### src/i2cmts_pkg.sv
// Types and codes shared by the I2C master transaction sequencer.
// No dependencies.
package i2cmts_pkg;

  typedef logic [3:0] action_t;

  localparam action_t ACT_WRITE     = 4'd0;
  localparam action_t ACT_REG_WRITE = 4'd1;
  localparam action_t ACT_READ      = 4'd2;
  localparam action_t ACT_REG_READ  = 4'd3;
  localparam action_t ACT_START     = 4'd4;
  localparam action_t ACT_ADDR_ACK  = 4'd5;
  localparam action_t ACT_TX_DONE   = 4'd6;
  localparam action_t ACT_RX_DONE   = 4'd7;
  localparam action_t ACT_NACK      = 4'd8;
  localparam action_t ACT_BUS_ERR   = 4'd9;

  typedef enum logic [3:0] {
    CMD_NONE  = 4'd0,
    CMD_START = 4'd1,
    CMD_ADDR  = 4'd2,
    CMD_REG   = 4'd3,
    CMD_TX    = 4'd4,
    CMD_RX    = 4'd5,
    CMD_ABORT = 4'd6,
    CMD_STOP  = 4'd7,
    CMD_RESET = 4'd8
  } cmd_t;

  typedef enum logic [2:0] {
    PH_IDLE      = 3'd0,
    PH_START     = 3'd1,
    PH_SEND_ADDR = 3'd2,
    PH_SEND_REG  = 3'd3,
    PH_RESTART   = 3'd4,
    PH_SEND_DATA = 3'd5,
    PH_RECV_DATA = 3'd6
  } phase_t;

  localparam logic [1:0] ERR_NONE = 2'd0;
  localparam logic [1:0] ERR_NACK = 2'd1;
  localparam logic [1:0] ERR_BUS  = 2'd2;

  localparam logic STATUS_OK   = 1'b0;
  localparam logic STATUS_BUSY = 1'b1;

  localparam logic [7:0] DIR_WRITE_MASK = 8'hFE;
  localparam logic [7:0] DIR_READ_BIT   = 8'h01;

  typedef struct packed {
    action_t     action;
    logic [7:0]  target_address;
    logic [31:0] register_address;
    logic [2:0]  register_address_bytes;
    logic [31:0] buffer_base;
    logic [15:0] transfer_length;
  } item_t;

  typedef struct packed {
    logic        locked;
    phase_t      phase;
    logic        is_read;
    logic        reg_pending;
    logic [7:0]  saved_target;
    logic [31:0] saved_reg_addr;
    logic [2:0]  saved_reg_count;
    logic [31:0] saved_buffer;
    logic [15:0] saved_length;
    logic [1:0]  last_error;
  } state_t;

  typedef struct packed {
    logic        status;
    cmd_t        command;
    logic [7:0]  bus_byte;
    logic [31:0] register_bytes_packed;
    logic [31:0] transfer_address;
    logic [15:0] transfer_count;
    logic        acknowledge_bytes;
    logic [1:0]  error_code;
    logic        busy_res;
  } result_t;

endpackage

### src/i2c_master_transaction_sequencer.sv
// I2C master transaction sequencer, top level: input register, decode, result register.
// A transaction passes the input stage and then the result stage before its result can
// leave; out_tvalid rises once the decoded item is loaded into the result register.
// Throughput: one transaction per cycle while out_tready stays high; the decode step is combinational.
// Reset (rst_n low, synchronous): bus lock, phase and saved operands cleared, no
// transaction held in either stage.
// Depends on i2cmts_pkg and i2cmts_step.
module i2c_master_transaction_sequencer #(
  parameter int MAX_REGISTER_BYTES = 4
) (
  input  logic        clk,
  input  logic        rst_n,
  input  logic        in_tvalid,
  output logic        in_tready,
  // [7:0] target_address, [39:8] register_address, [42:40] register_address_bytes,
  // [74:43] buffer_base, [90:75] transfer_length, [95:91] zero
  input  logic [95:0] in_tdata,
  // [3:0] action
  input  logic [3:0]  in_tuser,
  output logic        out_tvalid,
  input  logic        out_tready,
  // [7:0] bus_byte, [39:8] register_bytes_packed, [71:40] transfer_address,
  // [87:72] transfer_count, [88] acknowledge_bytes, [90:89] error_code,
  // [91] busy_res, [95:92] zero
  output logic [95:0] out_tdata,
  // [0] status, [4:1] command
  output logic [4:0]  out_tuser
);

  i2cmts_pkg::item_t   item_r;
  logic                in_valid_r;
  i2cmts_pkg::state_t  st_r;
  i2cmts_pkg::state_t  st_nxt;
  i2cmts_pkg::result_t res_r;
  i2cmts_pkg::result_t res_nxt;
  logic                out_valid_r;
  logic                out_free;
  logic                advance;

  assign out_free  = !out_valid_r || out_tready;
  assign advance   = in_valid_r && out_free;
  assign in_tready = !in_valid_r || out_free;

  i2cmts_step #(
    .MAX_REGISTER_BYTES(MAX_REGISTER_BYTES)
  ) u_step (
    .item  (item_r),
    .st    (st_r),
    .st_nxt(st_nxt),
    .res   (res_nxt)
  );

  always_ff @(posedge clk) begin
    if (!rst_n) begin
      in_valid_r <= 1'b0;
    end else if (in_tvalid && in_tready) begin
      in_valid_r <= 1'b1;
    end else if (advance) begin
      in_valid_r <= 1'b0;
    end
  end

  always_ff @(posedge clk) begin
    if (in_tvalid && in_tready) begin
      item_r.action                 <= in_tuser;
      item_r.target_address         <= in_tdata[7:0];
      item_r.register_address       <= in_tdata[39:8];
      item_r.register_address_bytes <= in_tdata[42:40];
      item_r.buffer_base            <= in_tdata[74:43];
      item_r.transfer_length        <= in_tdata[90:75];
    end
  end

  always_ff @(posedge clk) begin
    if (!rst_n) begin
      st_r        <= '0;
      out_valid_r <= 1'b0;
    end else if (advance) begin
      st_r        <= st_nxt;
      out_valid_r <= 1'b1;
    end else if (out_tready) begin
      out_valid_r <= 1'b0;
    end
  end

  always_ff @(posedge clk) begin
    if (advance) begin
      res_r <= res_nxt;
    end
  end

  assign out_tvalid = out_valid_r;
  assign out_tuser  = {res_r.command, res_r.status};
  assign out_tdata  = {4'h0, res_r.busy_res, res_r.error_code, res_r.acknowledge_bytes,
                       res_r.transfer_count, res_r.transfer_address,
                       res_r.register_bytes_packed, res_r.bus_byte};

endmodule

### src/i2cmts_step.sv
// Next-state and command decode for one transaction item.
// Depends on i2cmts_pkg.
module i2cmts_step #(
  parameter int MAX_REGISTER_BYTES = 4
) (
  input  i2cmts_pkg::item_t   item,
  input  i2cmts_pkg::state_t  st,
  output i2cmts_pkg::state_t  st_nxt,
  output i2cmts_pkg::result_t res
);

  localparam logic [2:0] MaxBytes = 3'(MAX_REGISTER_BYTES);

  logic [2:0]  req_count;
  logic [31:0] packed_bytes;

  assign req_count = (item.register_address_bytes > MaxBytes) ? MaxBytes
                                                             : item.register_address_bytes;

  always_comb begin
    unique case (st.saved_reg_count)
      3'd1:    packed_bytes = {st.saved_reg_addr[7:0], 24'h0};
      3'd2:    packed_bytes = {st.saved_reg_addr[15:0], 16'h0};
      3'd3:    packed_bytes = {st.saved_reg_addr[23:0], 8'h0};
      3'd4:    packed_bytes = st.saved_reg_addr;
      default: packed_bytes = 32'h0;
    endcase
  end

  always_comb begin
    st_nxt = st;
    res    = '0;
    res.command = i2cmts_pkg::CMD_NONE;
    if (item.action <= i2cmts_pkg::ACT_REG_READ) begin
      if (st.locked) begin
        res.status = i2cmts_pkg::STATUS_BUSY;
      end else begin
        st_nxt.locked          = 1'b1;
        st_nxt.is_read         = (item.action >= i2cmts_pkg::ACT_READ);
        st_nxt.reg_pending     = item.action[0];
        st_nxt.saved_target    = item.target_address;
        st_nxt.saved_reg_addr  = item.register_address;
        st_nxt.saved_reg_count = req_count;
        st_nxt.saved_buffer    = item.buffer_base;
        st_nxt.saved_length    = item.transfer_length;
        st_nxt.last_error      = i2cmts_pkg::ERR_NONE;
        st_nxt.phase           = i2cmts_pkg::PH_START;
        res.command            = i2cmts_pkg::CMD_START;
      end
    end else if (st.locked) begin
      unique case (item.action)
        i2cmts_pkg::ACT_START: begin
          if (st.phase == i2cmts_pkg::PH_START || st.phase == i2cmts_pkg::PH_RESTART) begin
            if (!st.is_read || st.reg_pending) begin
              res.bus_byte = st.saved_target & i2cmts_pkg::DIR_WRITE_MASK;
            end else begin
              res.bus_byte = st.saved_target | i2cmts_pkg::DIR_READ_BIT;
            end
            st_nxt.phase = i2cmts_pkg::PH_SEND_ADDR;
            res.command  = i2cmts_pkg::CMD_ADDR;
          end
        end
        i2cmts_pkg::ACT_ADDR_ACK: begin
          if (st.phase == i2cmts_pkg::PH_SEND_ADDR) begin
            if (st.reg_pending) begin
              st_nxt.phase              = i2cmts_pkg::PH_SEND_REG;
              res.command               = i2cmts_pkg::CMD_REG;
              res.register_bytes_packed = packed_bytes;
              res.transfer_count        = {13'h0, st.saved_reg_count};
            end else if (!st.is_read) begin
              st_nxt.phase         = i2cmts_pkg::PH_SEND_DATA;
              res.command          = i2cmts_pkg::CMD_TX;
              res.transfer_address = st.saved_buffer;
              res.transfer_count   = st.saved_length;
            end else begin
              st_nxt.phase          = i2cmts_pkg::PH_RECV_DATA;
              res.command           = i2cmts_pkg::CMD_RX;
              res.transfer_address  = st.saved_buffer;
              res.transfer_count    = st.saved_length;
              res.acknowledge_bytes = (st.saved_length >= 16'd2);
            end
          end
        end
        i2cmts_pkg::ACT_TX_DONE: begin
          if (st.phase == i2cmts_pkg::PH_SEND_REG || st.phase == i2cmts_pkg::PH_SEND_DATA) begin
            if (st.last_error == i2cmts_pkg::ERR_NONE &&
                st.phase == i2cmts_pkg::PH_SEND_REG) begin
              st_nxt.reg_pending = 1'b0;
              if (st.is_read) begin
                st_nxt.phase = i2cmts_pkg::PH_RESTART;
                res.command  = i2cmts_pkg::CMD_START;
              end else begin
                st_nxt.phase         = i2cmts_pkg::PH_SEND_DATA;
                res.command          = i2cmts_pkg::CMD_TX;
                res.transfer_address = st.saved_buffer;
                res.transfer_count   = st.saved_length;
              end
            end else begin
              st_nxt.locked = 1'b0;
              st_nxt.phase  = i2cmts_pkg::PH_IDLE;
              res.command   = i2cmts_pkg::CMD_STOP;
            end
          end
        end
        i2cmts_pkg::ACT_RX_DONE: begin
          if (st.phase == i2cmts_pkg::PH_RECV_DATA) begin
            st_nxt.locked = 1'b0;
            st_nxt.phase  = i2cmts_pkg::PH_IDLE;
            res.command   = i2cmts_pkg::CMD_STOP;
          end
        end
        i2cmts_pkg::ACT_NACK: begin
          st_nxt.last_error = i2cmts_pkg::ERR_NACK;
          if (st.phase == i2cmts_pkg::PH_SEND_ADDR) begin
            st_nxt.locked = 1'b0;
            st_nxt.phase  = i2cmts_pkg::PH_IDLE;
            res.command   = i2cmts_pkg::CMD_STOP;
          end else begin
            res.command = i2cmts_pkg::CMD_ABORT;
          end
        end
        i2cmts_pkg::ACT_BUS_ERR: begin
          st_nxt.last_error = i2cmts_pkg::ERR_BUS;
          st_nxt.locked     = 1'b0;
          st_nxt.phase      = i2cmts_pkg::PH_IDLE;
          res.command       = i2cmts_pkg::CMD_RESET;
        end
        default: begin
          res.command = i2cmts_pkg::CMD_NONE;
        end
      endcase
    end
    res.error_code = st_nxt.last_error;
    res.busy_res   = st_nxt.locked;
  end

endmodule

### config.mk
export PLATFORM = sky130hd
export DESIGN_NAME = i2c_master_transaction_sequencer
export DESIGN_NICKNAME = d
export VERILOG_FILES = /design/src/i2cmts_pkg.sv /design/src/i2c_master_transaction_sequencer.sv /design/src/i2cmts_step.sv
export SDC_FILE = /design/constraint.sdc
export NUM_CORES = 1
export LEC_CHECK = 0
export BUFFER_PORTS_ARGS = -buffer_cell sky130_fd_sc_hd__buf_2
export CAP_MARGIN = 20
export CORE_MARGIN = 1
export CORE_UTILIZATION = 25
export DETAILED_ROUTE_END_ITERATION = 8
export PLACE_DENSITY = 0.52
export SYNTH_ARGS = -nofsm -noshare
export SYNTH_HDL_FRONTEND = slang
export SYNTH_SLANG_ARGS = --single-unit
### constraint.sdc
create_clock -name clk -period 3.3 [get_ports clk]
set_clock_uncertainty 0.05 [all_clocks]
set_input_delay 0 -clock clk [delete_from_list [all_inputs] [get_ports clk]]
set_output_delay 0 -clock clk [all_outputs]
set_load 0.02 [all_outputs]
==> flow_summary_export.csv <==
group,metric,value,unit
yosys,synth_edf_count,191,
placement,numPortBuffers,196,
cells_and_area,instances_no_fill,1828,
clocking,cts-htree-levels,2,
placement,placed_instances,1665,
grt,gr-usage-all-layers,13.5,%
clocking,cts_root_buffer,"sky130_fd_sc_hd__clkbuf_16",
yosys,synth.top_cell.area_share,52.0,%
yosys,area_share_of_fa_ha_maj_cells_after_synthesis,0.340,%
grt,grt_total_ovfl,0,
cells_and_area,layout-drive-gt1-share,23.0,%
sta,slew_viol_final,0,
setup_path,crit_path_start_kind,"flip-flop",
yosys,muxShareOfSynthArea,0.488,%
pwr,ir_drop,0.375,mV
sta,max_freq,385,MHz
clocking,cts_resized,0,
grt,grt_antenna_before_repair,5,
yosys,fraction_of_registers_with_async_set_reset,0,%
yosys,ys.flop_type,"sky130_fd_sc_hd__edfxtp_1",
setup_path,crit-reg2reg-launch,"item_r[91]",
clocking,cts_hold_repair.buffers,98,
sta,setup_total_negative_slack,0,ns
sta,number_of_endpoints_with_negative_hold_slack_in_the_final_report,0,
route,route.detailed.wl_per_inst,16.5,um
floorplanning,die_h,212,um
yosys,synth_compound_area_share,9.81,%
yosys,seq_cells_post_synth,291,
cells_and_area,finish.instance_area,0.0148,mm2
placement,instance_area_at_placement,0.0127,mm2
yosys,synth_simple_gate_area_share,15.8,%
floorplanning,die_width,212,um
setup_path,worstPathRequired,3.64,ns
clocking,cts.repair_timing.setup_buffer_count,0,
pwr,pwr_density_cell,567,mW/mm2
floorplanning,standard_cell_rows,76,
sta,slew_headroom,31.0,%
setup_path,path_class,"flip-flop to flip-flop",
grt,grt_max_degree,67,
placement,post-dp-hpwl,19800,um
yosys,mean_instance_size_in_the_synthesized_netlist,11.9,um2
setup_path,cp_data_arrival_time,2.93,ns
placement,placement.setup.worst_slack,0.716,ns
yosys,synth.cell_area,0.0110,mm2
route,postRouteWirelength,30300,um
clocking,cts_buffer_depth,3,
clocking,tritoncts_num_sinks,291,
setup_path,worstRegToRegCells,6,
setup_path,r2r_slack,0.71,ns
worst_hold_path,min_path_type,"input pin to flip-flop",
yosys,largest_family_of_logic_cells_by_synthesized_area,"simple AND/OR/NAND/NOR gates",
grt,grt_pass1_vias,8078,
route,ant_nets,0,
floorplanning,boundaryPins,207,
route,via_count,7979,
yosys,cell_with_the_most_instances_after_synthesis,"sky130_fd_sc_hd__nand2_1",
setup_path,cp-startpoint,"item_r[91]",
run_status,outcome,"complete, no violations",
yosys,synthDistinctLibCells,58,
clocking,clkTransAtPathRegs,0.06,ns
sta,postLayoutSetupSlackWorst,0.706,ns
yosys,total_of_warnings_raised_by_yosys,0,
yosys,post_synth_xor_area_fraction,0.159,%
floorplanning,design.core.area,0.0433,mm2
setup_path,endpoint,"out_tdata[73]",
clocking,num_cts_buffers,35,
sta,fin_crit,2.59,ns
placement,place_congestion,0.780,
grt,grt_pass1_wl,46000,um
pwr,static-leakage-power,5.59,nW
route,first_iter_violations,390,
yosys,netlist.top_cell.by_area,"sky130_fd_sc_hd__edfxtp_1",
sta,setup_viol,0,
setup_path,critical_path_peak_fanout,48,
yosys,synth_sequential_area_ratio,70.1,%
floorplanning,start_util,25.5,%
sta,rsz0062_at_grt,"false",
route,drt_pass1_iterations,4,
cells_and_area,num-nets-final,1322,
flow_run,max-cap-violations,0,
setup_path,setup.worst_path.end_class,"flip-flop",
clocking,tritoncts,"built",
cells_and_area,areaGrowthSynthToFinish,33.9,%
yosys,synthesis.instances,927,
route,post-route-drc-count,0,
yosys,ys_top_cells_by_area,"sky130_fd_sc_hd__edfxtp_1, sky130_fd_sc_hd__dfxtp_1, sky130_fd_sc_hd__nand2_1",
sta,worstMarginPinSlew,1.03,ns
clocking,clock_latency_reported_for_the_late_side_of_the_worst_skew_pair,0.53,ns
yosys,yosys-top-cells-count,"sky130_fd_sc_hd__nand2_1, sky130_fd_sc_hd__edfxtp_1, sky130_fd_sc_hd__a21oi_1",
pwr,total_power,0.00838,W
sta,min_period_over_period,78.6,%
setup_path,worst_r2r_endpoint,"out_tdata[73]",
route,viasPerCell,4.36,
floorplanning,fp.dieArea,0.0450,mm2
## worst min path at each step
stage / start / to / depth (start not counted)
2_1_floorplan: in_tdata[75] / item_r[0] / 0
3_3_place_gp: in_tdata[57] / item_r[30] / 1
3_5_place_dp: in_tdata[44] / item_r[17] / 1
4_1_cts: in_tdata[13] / item_r[56] / 2
5_1_grt: in_tdata[13] / item_r[56] / 2
6_report: in_tdata[13] / item_r[56] / 2
## logic make-up (layout without fill, tap and decap cells)
| kind of cell | after synthesis | in the layout |
|---|---|---|
| and+or+nand+nor | 370 | 370 |
| DFF | 291 | 291 |
| AOI/OAI and AO/OA | 178 | 178 |
| buffers and inverters | 77 | 388 |
| muxes | 5 | 5 |
| adders and majority gates | 3 | 3 |
| xor gates and xnor gates | 2 | 2 |
| other | 1 | 6 |
## final cells by class
type | count | area [um2]
tap | 585 | 732
multi-input combinational | 562 | 2970
sequential | 291 | 7740
fill | 4336 | 28500
clock buffer | 47 | 963
inverter | 9 | 40.0
clock inverter | 16 | 178
antenna | 2 | 5.00
timing repair buffer | 316 | 2150
## sequential cells by signal (all words and copies together) (netlist names)
name and cells:
in_valid_r 1, item_r 94, out_tdata 92, out_tuser 5, out_tvalid 1, st_r 98
## layer usage
layer,global-route usage (%),vias up,part of all wire [%]
met5,0,-,0.13
met4,5.67,6,3.1
met3,3.60,69,5.6
met2,22.3,209,48
met1,16.4,3806,43
li1,-,3889,-
## per-stage QoR
step / hold WS, ns / utilization [%]
after CTS: 0.0821 / 34.1
after floorplan: 0.0489 / -
after global routing: 0.0920 / 34.2
after global placement: 0.126 / 29.2
after detailed placement: 0.128 / 29.2
final: 0.120 / 34.2
## cell usage in the layout (no fill, tap or decap), types with 4 or more instances in the layout
master	n
sky130_fd_sc_hd__nand3b_1	7
sky130_fd_sc_hd__nor2_1	56
sky130_fd_sc_hd__clkinv_2	5
sky130_fd_sc_hd__edfxtp_1	191
sky130_fd_sc_hd__clkbuf_16	37
sky130_fd_sc_hd__and2_1	9
sky130_fd_sc_hd__nand2b_1	8
sky130_fd_sc_hd__a22oi_1	21
sky130_fd_sc_hd__a21oi_1	112
sky130_fd_sc_hd__nand2_1	191
sky130_fd_sc_hd__o21ai_0	8
sky130_fd_sc_hd__buf_4	20
sky130_fd_sc_hd__clkbuf_1	10
sky130_fd_sc_hd__nor2b_1	10
sky130_fd_sc_hd__nand3_1	4
sky130_fd_sc_hd__buf_2	196
sky130_fd_sc_hd__conb_1	4
sky130_fd_sc_hd__inv_1	7
sky130_fd_sc_hd__dlygate4sd3_1	98
sky130_fd_sc_hd__nor4_1	7
sky130_fd_sc_hd__dfxtp_1	100
sky130_fd_sc_hd__and3_1	54
sky130_fd_sc_hd__a2bb2oi_1	4
sky130_fd_sc_hd__nor3_1	6
## worst max-delay path, stage by stage, from the launching register on
cell and delay (ns):
sky130_fd_sc_hd__edfxtp_1 0.69, sky130_fd_sc_hd__nor4bb_1 0.59, sky130_fd_sc_hd__nand3_1 0.28, sky130_fd_sc_hd__o31ai_4 0.11, sky130_fd_sc_hd__buf_4 0.44, sky130_fd_sc_hd__a22oi_1 0.16
sky130_fd_sc_hd__nor2_1 0.11
## power breakdown
group	total [W]	switching [W]	internal, W	leakage (nW)
Sequential	0.00408	0.0000611	0.00402	2.69
Clock	0.00383	0.00153	0.00230	0.554
Combinational	0.000470	0.000273	0.000196	2.35
Total	0.00838	0.00186	0.00652	5.59
Note: power is estimated with default switching activity, not from simulation.
